`src/rtl/core/ttcpu_ram.sv`:
```
module ttcpu_ram #(
    parameter int WIDTH = 8,
    parameter int DEPTH = 16
) (
    input  logic                     clk,
    input  logic                     we,
    input  logic [$clog2(DEPTH)-1:0] waddr,
    input  logic [WIDTH-1:0]         wdata,
    input  logic [$clog2(DEPTH)-1:0] raddr,
    output logic [WIDTH-1:0]         rdata
);

    logic [WIDTH-1:0] mem [DEPTH];

    always_ff @(posedge clk)
    begin
        if (we)
        begin
            mem[waddr] <= wdata;
        end
        rdata <= mem[raddr];
    end

endmodule

```
`config.mk`:
```
export PLATFORM = sky130hd
export DESIGN_NAME = ttcpu_ram
export DESIGN_NICKNAME = d
export VERILOG_FILES = /design/src/rtl/core/ttcpu_ram.sv
export SDC_FILE = /design/constraint.sdc
export NUM_CORES = 1
export LEC_CHECK = 0
export BUFFER_PORTS_ARGS = -buffer_cell sky130_fd_sc_hd__buf_4
export CAP_MARGIN = 0
export CORE_ASPECT_RATIO = 2
export CORE_MARGIN = 1
export CORE_UTILIZATION = 28
export DETAILED_ROUTE_END_ITERATION = 12
export GPL_TIMING_DRIVEN = 0
export PLACE_DENSITY = 0.43
export REMOVE_ABC_BUFFERS = 1
export SYNTH_ARGS = -nofsm -noshare
export SYNTH_HDL_FRONTEND = slang
export SYNTH_SLANG_ARGS = --single-unit
```
`constraint.sdc`:
```
create_clock -name clk -period 1.7 [get_ports clk]
set_input_delay 0.085 -clock clk [delete_from_list [all_inputs] [get_ports clk]]
set_output_delay 0.085 -clock clk [all_outputs]
set_load 0.01 [all_outputs]
```
== After elaboration in Yosys (flattened, before gate mapping) ==
Memories as Yosys holds them, arrays and structs flattened. A register that Yosys moved wholly into a read port is not among the register bits.
Cells that the tools add are included.

* Register bits: 0
* Memories: 1
* RAM bits: 128
* Output and inout bits: 8
* Input bits: 18
* Word-level logic and storage cells: 3

{| class="wikitable"
|+ Memory list
! name !! words !! bits a word !! read ports !! clocked after Yosys merged registers in !! write ports !! RTL line !! source
|-
| mem || 16 || 8 || 1 || 1 || 1 || 13 || <nowiki>logic [WIDTH-1:0] mem [DEPTH];</nowiki>
|}

* Mux-type cells: 2

{| class="wikitable"
|+ Operators with widths
! operator !! count
|-
| $mux W1 || 2
|}

== Longest topological paths before layout ==
Gate-level depths: netlist (run 1).

* Word-level depth: 2
* Depth in mapped cells: 5
* Mapped depth without buffers: 3

== Least setup slack after synthesis (run 1) ==
No wires, ideal clock.

* Path type: input port to flip-flop
* Start point: in waddr[2]
* End point: mem mem[0][0], enable pin
* Stages on the path: 2
* Path slack: 0.122 ns
* Library setup time: 0.383 ns
* Data required time: 1.317 ns
* Arrival: 1.195 ns
* Buffers on the path: 0
* Cells stage by stage: or3b_2 > nor3_1

{| class="wikitable"
|+ RTL lines
! item !! RTL line !! source
|-
| start, declared || 7 || <nowiki>input logic [$clog2(DEPTH)-1:0] waddr,</nowiki>
|-
| end, declared || 13 ||
|}

No word-level cell before the write port.

== Worst setup path after layout (run 1) ==
* Start point: in waddr[2]
* End point: mem mem[1][2], enable pin

No word-level cell before the write port.

==> results of run 1 <==
[through the flow]
stage,cell area (um2),hold slack [ns],TNS [ns],power (mW)
2_1_floorplan,5060,0.184,0,4.00
3_3_place_gp,5520,0.394,-24.19,4.20
3_5_place_dp,5560,0.407,-9.13,4.22
4_1_cts,6340,0.100,0,8.63
5_1_grt,6340,0.105,0,8.76
6_report,6340,0.112,0,8.53
[worst paths after layout]
kind	start	end	slack [ns]	cells after the start
max	waddr[2]	mem[1][2]	0.21	3
max reg2reg	mem[1][2]	rdata[2]	0.26	3
min	waddr[0]	mem[8][4]	0.11	2
min reg2reg	mem[15][3]	rdata[3]	0.67	3
[critical path, stage by stage]
cell and delay [ns]:
buf_4 0.12, or3b_2 0.52, nor2_1 0.79
[power by group]
part / internal (mW) / total (mW) / switching, mW
Clock: 3.04 / 4.38 / 1.33
Sequential: 3.75 / 3.77 / 0.0189
Combinational: 0.170 / 0.382 / 0.212
[routing by layer]
| layer | global-route usage (%) | up-vias |
|---|---|---|
| met1 | 13.2 | 1236 |
| met4 | 5.72 | 0 |
| met3 | 2.96 | 10 |
| met2 | 23.1 | 39 |
| met5 | 0 | - |
| li1 | - | 1061 |
[cell usage after synthesis, drive strengths merged]
cell type / count
mux4: 32
a22oi: 16
nand3b: 2
edfxtp: 128
clkdlybuf4s25: 3
nand2: 9
nand2b: 2
and2: 1
and2b: 1
nand3: 1
buf: 7
nor3: 4
nor2b: 1
nor2: 13
or3b: 1
dfxtp: 8
[sequential cells by signal, indices dropped and copies added (netlist names)]
name,cells
mem,128
rdata,8
[logic make-up after synthesis]
group	after synthesis	share of synthesized area [%]
flops	136	77.8
simple gates	35	3.18
mux	32	15.0
compound gates	16	2.33
buf+inv	10	1.68
[timing repair]
| action | CTS | global route |
|---|---|---|
| resized for setup | 0 | 0 |
| setup buffers | 0 | 0 |
| endpoints found under the hold margin | 116 | 0 |
| hold buffers | 8 | 0 |
[final cells by class]
cell class	instances	area (um2)	area share, %
timing repair buffer	35	290	4.58
clock inverter	13	274	4.32
clock buffer	19	433	6.82
sequential	136	4000	63.1
multi-input combinational	83	1080	17.0
tap	213	267	4.20
==> impl_metrics.sql, run 1 <==
INSERT INTO impl_metrics (metric_group, metric, value, unit) VALUES
('synth', 'synth_area_per_cell', '22.5', 'um2'),
('timing', 'slew-limit-headroom', '26.7', '%'),
('clock_network', 'cts-buffers-inserted', '17', ''),
('timing', 'hold_violations', '0', ''),
('timing', 'portion_of_the_clock_cycle_consumed_by_the_worst_path_in_the_final_layout', '87.7', '%'),
('clock_network', 'tritoncts_num_sinks', '136', ''),
('hold_path', 'worst_hold_path_class', 'in -> reg', ''),
('floorplanning', 'die_w', '97.9', 'um'),
('grt', 'global_route.usage.total', '12.5', '%'),
('grt', 'grt_overflow', '0', ''),
('synth', 'ys_seq_elements', '136', ''),
('final_layout', 'antenna-diode-count', '0', ''),
('detailed_routing', 'wl_met3', '259', 'um'),
('detailed_routing', 'postRouteWirelength', '10900', 'um'),
('grt', 'via_count_of_the_first_global_routing_pass', '2613', ''),
('job', 'cap_violations', '0', ''),
('final_layout', 'final_cell_count_no_fill', '499', ''),
('timing', 'worstMarginPinSlew', '1.10', 'ns'),
('grt', 'maximum_number_of_pins_on_one_net_before_global_route_repair', '33', ''),
('detailed_routing', 'met1_length', '4240', 'um'),
('synth', 'yosys.cell_types.count', '19', ''),
('synth', 'synth.yosys.seq_area_share', '77.8', '%'),
('timing', 'setup_repair_after_global_routing_missed_its_margin', 'no', ''),
('floorplanning', 'die_y', '194', 'um'),
('worst_setup_path', 'worstPathRequired', '1.73', 'ns'),
('final_layout', 'layout.nets', '291', ''),
('final_layout', 'finalCoreUtilization', '35.5', '%'),
('grt', 'antenna_found_initial', '0', ''),
('worst_setup_path', 'critPathArrivalTime', '1.52', 'ns'),
('worst_setup_path', 'end_kind', 'flop', ''),
('timing', 'setup_violations', '0', ''),
('synth', 'synthesis.area', '0.00515', 'mm2'),
('worst_setup_path', 'worst_setup_path_start_kind', 'input port', ''),
('pwr', 'vdd.ir_drop.worst', '0.651', 'mV'),
('floorplanning', 'core-area', '0.0179', 'mm2'),
('worst_setup_path', 'largest_driver_fanout_on_the_critical_path', '8', ''),
('clock_network', 'tritoncts_clock_tree', 'built', ''),
('placement', 'dp_worst_setup_slack', '-0.329', 'ns'),
('timing', 'worst_clock_skew', '0.0104', 'ns'),
('status', 'violations', 'design-rule violations', ''),
('timing', 'final.min_clock_period', '1.49', 'ns'),
('floorplanning', 'fp-row-count', '69', ''),
('status', 'outcome', 'finished with violations', ''),
('final_layout', 'area.growth.synth_to_final', '23.3', '%'),
('final_layout', 'layout_cells_sized_above_1', '28.0', '%'),
('detailed_routing', 'total_via_count_in_the_routed_design', '2346', ''),
('timing', 'maxClockFrequency', '0.671', 'GHz'),
('synth', 'yosysTopAreaCell', 'edfxtp_1', ''),
('synth', 'synthesis.yosys.warnings', '0', ''),
('detailed_routing', 'postRouteAntennaNets', '0', ''),
('floorplanning', 'initial_utilization', '28.8', '%'),
('placement', 'finalWeightedCongestion', '0.644', ''),
('floorplanning', 'floorplan.io_pins', '26', ''),
('final_layout', 'fillCellCount', '1645', ''),
('synth', 'synthesis.instances', '229', ''),
('detailed_routing', 'via_per_inst', '4.70', ''),
('final_layout', 'commonest_non_fill_non_tap_cell_in_the_layout', 'edfxtp_1', ''),
('placement', 'dpl.cell_count', '459', ''),
('clock_network', 'worst_setup_hold_path_clk_slew', '0.06', 'ns'),
('timing', 'drv_slew', '0', ''),
('grt', 'grt_first_pass_wirelength', '16400', 'um'),
('placement', 'port_buffers', '25', ''),
('clock_network', 'clk-insertion-delay-late', '0.41', 'ns'),
('synth', 'synth_area_leaders', 'edfxtp_1, mux4_2, mux4_1, dfxtp_1, a22oi_1', ''),
('pwr', 'leakagePower', '2.10', 'nW'),
('floorplanning', 'die_area', '0.0190', 'mm2'),
('clock_network', 'cts-root-buf', 'clkbuf_16', ''),
('detailed_routing', 'detailroute.wirelength.met2', '6220', 'um'),
('final_layout', 'final_cell_mix', 'edfxtp_1, buf_4, mux4_2, clkbuf_16, a22oi_1', ''),
('placement', 'estimated_wirelength_of_the_detail_placed_design', '7080', 'um'),
('detailed_routing', 'remaining_drc_errors', '4', ''),
('pwr', 'cellPowerDensity', '1340', 'mW/mm2'),
('synth', 'netlist.area_leader.share', '74.7', '%'),
('detailed_routing', 'drt_pass1_iterations', '8', ''),
('detailed_routing', 'drt-wirelength-per-cell', '21.9', 'um'),
('worst_setup_path', 'criticalPathCategory', 'in -> reg', ''),
('detailed_routing', 'top_layer_used', 'met4', ''),
('clock_network', 'clock_buffer_depth', '2', ''),
('timing', 'timing.final.ws_setup', '0.209', 'ns'),
('clock_network', 'htreeDepth', '4', ''),
('detailed_routing', 'drt_iter0_drc', '211', '');
Note: power is estimated with default switching activity, not from simulation.
==> inputs of run 2 (changes only) <==
--- a/config.mk
+++ b/config.mk
@@ -12,6 +12,7 @@
 export CORE_UTILIZATION = 28
 export DETAILED_ROUTE_END_ITERATION = 12
 export GPL_TIMING_DRIVEN = 0
+export MAX_ROUTING_LAYER = met4
 export PLACE_DENSITY = 0.43
 export REMOVE_ABC_BUFFERS = 1
 export SYNTH_ARGS = -nofsm -noshare
==> impl_metrics.sql, run 2 (same netlist as run 1, synthesis figures left out) <==
INSERT INTO impl_metrics (metric_group, metric, value, unit) VALUES
('status', 'outcome', 'finished with violations', ''),
('status', 'violations', 'design-rule violations', ''),
('final_layout', 'largest-register', 'mem', ''),
('final_layout', 'final_cell_count_no_fill', '499', ''),
('floorplanning', 'die_y', '194', 'um'),
('placement', 'dpl.cell_count', '459', ''),
('worst_setup_path', 'worstPathRequired', '1.73', 'ns'),
('final_layout', 'antenna-diode-count', '0', ''),
('pwr', 'comb_power_share', '4.5', '%'),
('worst_setup_path', 'r2r-start', 'mem[1][2]', ''),
('clock_network', 'post_cts_repair_setup_buffers', '0', ''),
('pwr', 'part_of_the_total_power_dissipated_in_the_clock_network', '51.3', '%'),
('floorplanning', 'floorplan.io_pins', '26', ''),
('worst_setup_path', 'end_kind', 'flop', ''),
('grt', 'via_count_of_the_first_global_routing_pass', '2626', ''),
('worst_setup_path', 'critPathArrivalTime', '1.53', 'ns'),
('worst_setup_path', 'cp_cell_sequence', 'buf_4 -> or3b_2 -> nor2_1', ''),
('clock_network', 'clock_buffer_depth', '2', ''),
('clock_network', 'cts-root-buf', 'clkbuf_16', ''),
('hold_path', 'hp-start', 'waddr[0]', ''),
('timing', 'hold_violations', '0', ''),
('grt', 'maximum_number_of_pins_on_one_net_before_global_route_repair', '33', ''),
('grt', 'global_route.usage.met1', '13.1', '%'),
('pwr', 'cellPowerDensity', '1340', 'mW/mm2'),
('grt', 'global_route.usage.total', '12.9', '%'),
('timing', 'setup_repair_after_global_routing_missed_its_margin', 'no', ''),
('clock_network', 'tritoncts_clock_tree', 'built', ''),
('detailed_routing', 'drt_pass1_iterations', '8', ''),
('clock_network', 'worst_setup_hold_path_clk_slew', '0.06', 'ns'),
('placement', 'finalWeightedCongestion', '0.650', ''),
('placement', 'port_buffers', '25', ''),
('pwr', 'report.power.total', '8.52', 'mW'),
('final_layout', 'layout_top_registers', 'mem: 128 flops, rdata: 8 flops', ''),
('timing', 'timing.setup.tns', '0', 'ns'),
('worst_setup_path', 'worst_path_max_delay_cell', 'nor2_1', ''),
('timing', 'drv_slew', '0', ''),
('worst_setup_path', 'crit_path_start', 'waddr[2]', ''),
('hold_path', 'worst_hold_path_class', 'in -> reg', ''),
('final_layout', 'largest_reg_flops', '128', ''),
('final_layout', 'finalCoreUtilization', '35.5', '%'),
('final_layout', 'layout_cells_sized_above_1', '28.0', '%'),
('floorplanning', 'fp-row-count', '69', ''),
('final_layout', 'final_cell_mix', 'edfxtp_1, buf_4, mux4_2, clkbuf_16, a22oi_1', ''),
('worst_setup_path', 'worst_setup_path_start_kind', 'input port', ''),
('final_layout', 'commonest_non_fill_non_tap_cell_in_the_layout', 'edfxtp_1', ''),
('worst_setup_path', 'largest_driver_fanout_on_the_critical_path', '8', ''),
('grt', 'gr-usage-met3', '2.96', '%'),
('timing', 'portion_of_the_clock_cycle_consumed_by_the_worst_path_in_the_final_layout', '88.7', '%'),
('grt', 'grt_first_pass_wirelength', '16400', 'um'),
('clock_network', 'tritoncts_num_sinks', '136', ''),
('pwr', 'seq_power_share', '44.2', '%'),
('worst_setup_path', 'cp_slowest_stage_delay', '0.80', 'ns'),
('floorplanning', 'die_w', '97.9', 'um'),
('floorplanning', 'core-area', '0.0179', 'mm2'),
('grt', 'antenna_found_initial', '0', ''),
('pwr', 'leakagePower', '2.10', 'nW'),
('pwr', 'p_int', '6.96', 'mW'),
('timing', 'worst_clock_skew', '0.00858', 'ns'),
('grt', 'grt_overflow', '0', ''),
('timing', 'maxClockFrequency', '0.663', 'GHz'),
('floorplanning', 'die_area', '0.0190', 'mm2'),
('detailed_routing', 'drt-wirelength-per-cell', '22.0', 'um'),
('clock_network', 'htreeDepth', '4', ''),
('detailed_routing', 'postRouteAntennaNets', '0', ''),
('grt', 'grt-busiest-layer', 'met2', ''),
('pwr', 'power.share.switching', '18.3', '%'),
('final_layout', 'layout.nets', '291', ''),
('floorplanning', 'initial_utilization', '28.8', '%'),
('timing', 'final.min_clock_period', '1.51', 'ns'),
('timing', 'slew-limit-headroom', '29.4', '%'),
('job', 'cap_violations', '0', ''),
('clock_network', 'cts-buffers-inserted', '17', ''),
('worst_setup_path', 'criticalPathCategory', 'in -> reg', ''),
('timing', 'setup_violations', '0', ''),
('detailed_routing', 'via_per_inst', '4.64', ''),
('detailed_routing', 'total_via_count_in_the_routed_design', '2313', ''),
('detailed_routing', 'remaining_drc_errors', '4', ''),
('placement', 'estimated_wirelength_of_the_detail_placed_design', '7080', 'um'),
('timing', 'worstMarginPinSlew', '1.06', 'ns'),
('clock_network', 'clk-insertion-delay-late', '0.41', 'ns'),
('pwr', 'vdd.ir_drop.worst', '0.652', 'mV'),
('grt', 'grt_util_met2', '23.2', '%'),
('detailed_routing', 'drt_iter0_drc', '233', ''),
('pwr', 'switching_power_of_the_nets', '1.56', 'mW'),
('detailed_routing', 'postRouteWirelength', '11000', 'um'),
('final_layout', 'area.growth.synth_to_final', '23.3', '%');
==> run 2: cell counts in the layout (fill, tap and decap cells not counted) <==
Identical to the previous run, type by type.
==> run 2: power by group through the flow <==
stage	clock (mW)	combinational (mW)	sequential, mW
after floorplan	0	0.150	3.84
after global placement	0	0.368	3.84
after detailed placement	0	0.381	3.84
after CTS	4.46	0.396	3.77
after global routing	4.57	0.414	3.78
final	4.37	0.382	3.77
==> run 2: timing repair <==
item                                    4_1_cts  5_1_grt
resized for setup                             0        0
hold buffers                                  8        0
endpoints found under the setup margin        0        0
hold endpoints to repair                    116        0
==> run 2: area by class of cell <==
cell class / count / area, um2
clock inverters: 13 / 274
well taps: 213 / 267
clock buffers: 19 / 433
multi-input cells: 83 / 1080
repair buffers: 35 / 290
fillers: 1645 / 11500
flip-flops and latches: 136 / 4000
==> run 2: critical path: cells and delay by family <==
| family | cells | cell delay, ns |
|---|---|---|
| and+or+nand+nor | 2 | 1.33 |
| buffers and inverters | 1 | 0.12 |
==> run 2: path summary, 6_finish.rpt <==
path              slack (ns)  cells past startpoint        end
setup reg to reg        0.27                      3   rdata[2]
setup / recovery        0.19                      3  mem[2][2]
hold / removal          0.12                      2  mem[8][4]
hold reg to reg         0.67                      3   rdata[3]
==> run 2: metrics by stage <==
step	hold WS, ns	area, um2	setup slack, ns
floorplan	0.184	5060	0.122
global placement	0.394	5520	-0.869
detailed placement	0.407	5560	-0.329
CTS	0.100	6340	0.111
global route	0.105	6340	0.103
finish	0.120	6340	0.192
==> run 2: metal layers <==
layer	share of wire (%)	up-vias	wire length, um
li1	-	1061	-
met1	38	1203	4190
met2	57	39	6300
met3	2.7	10	291
met4	1.7	0	191
met5	0	-	0
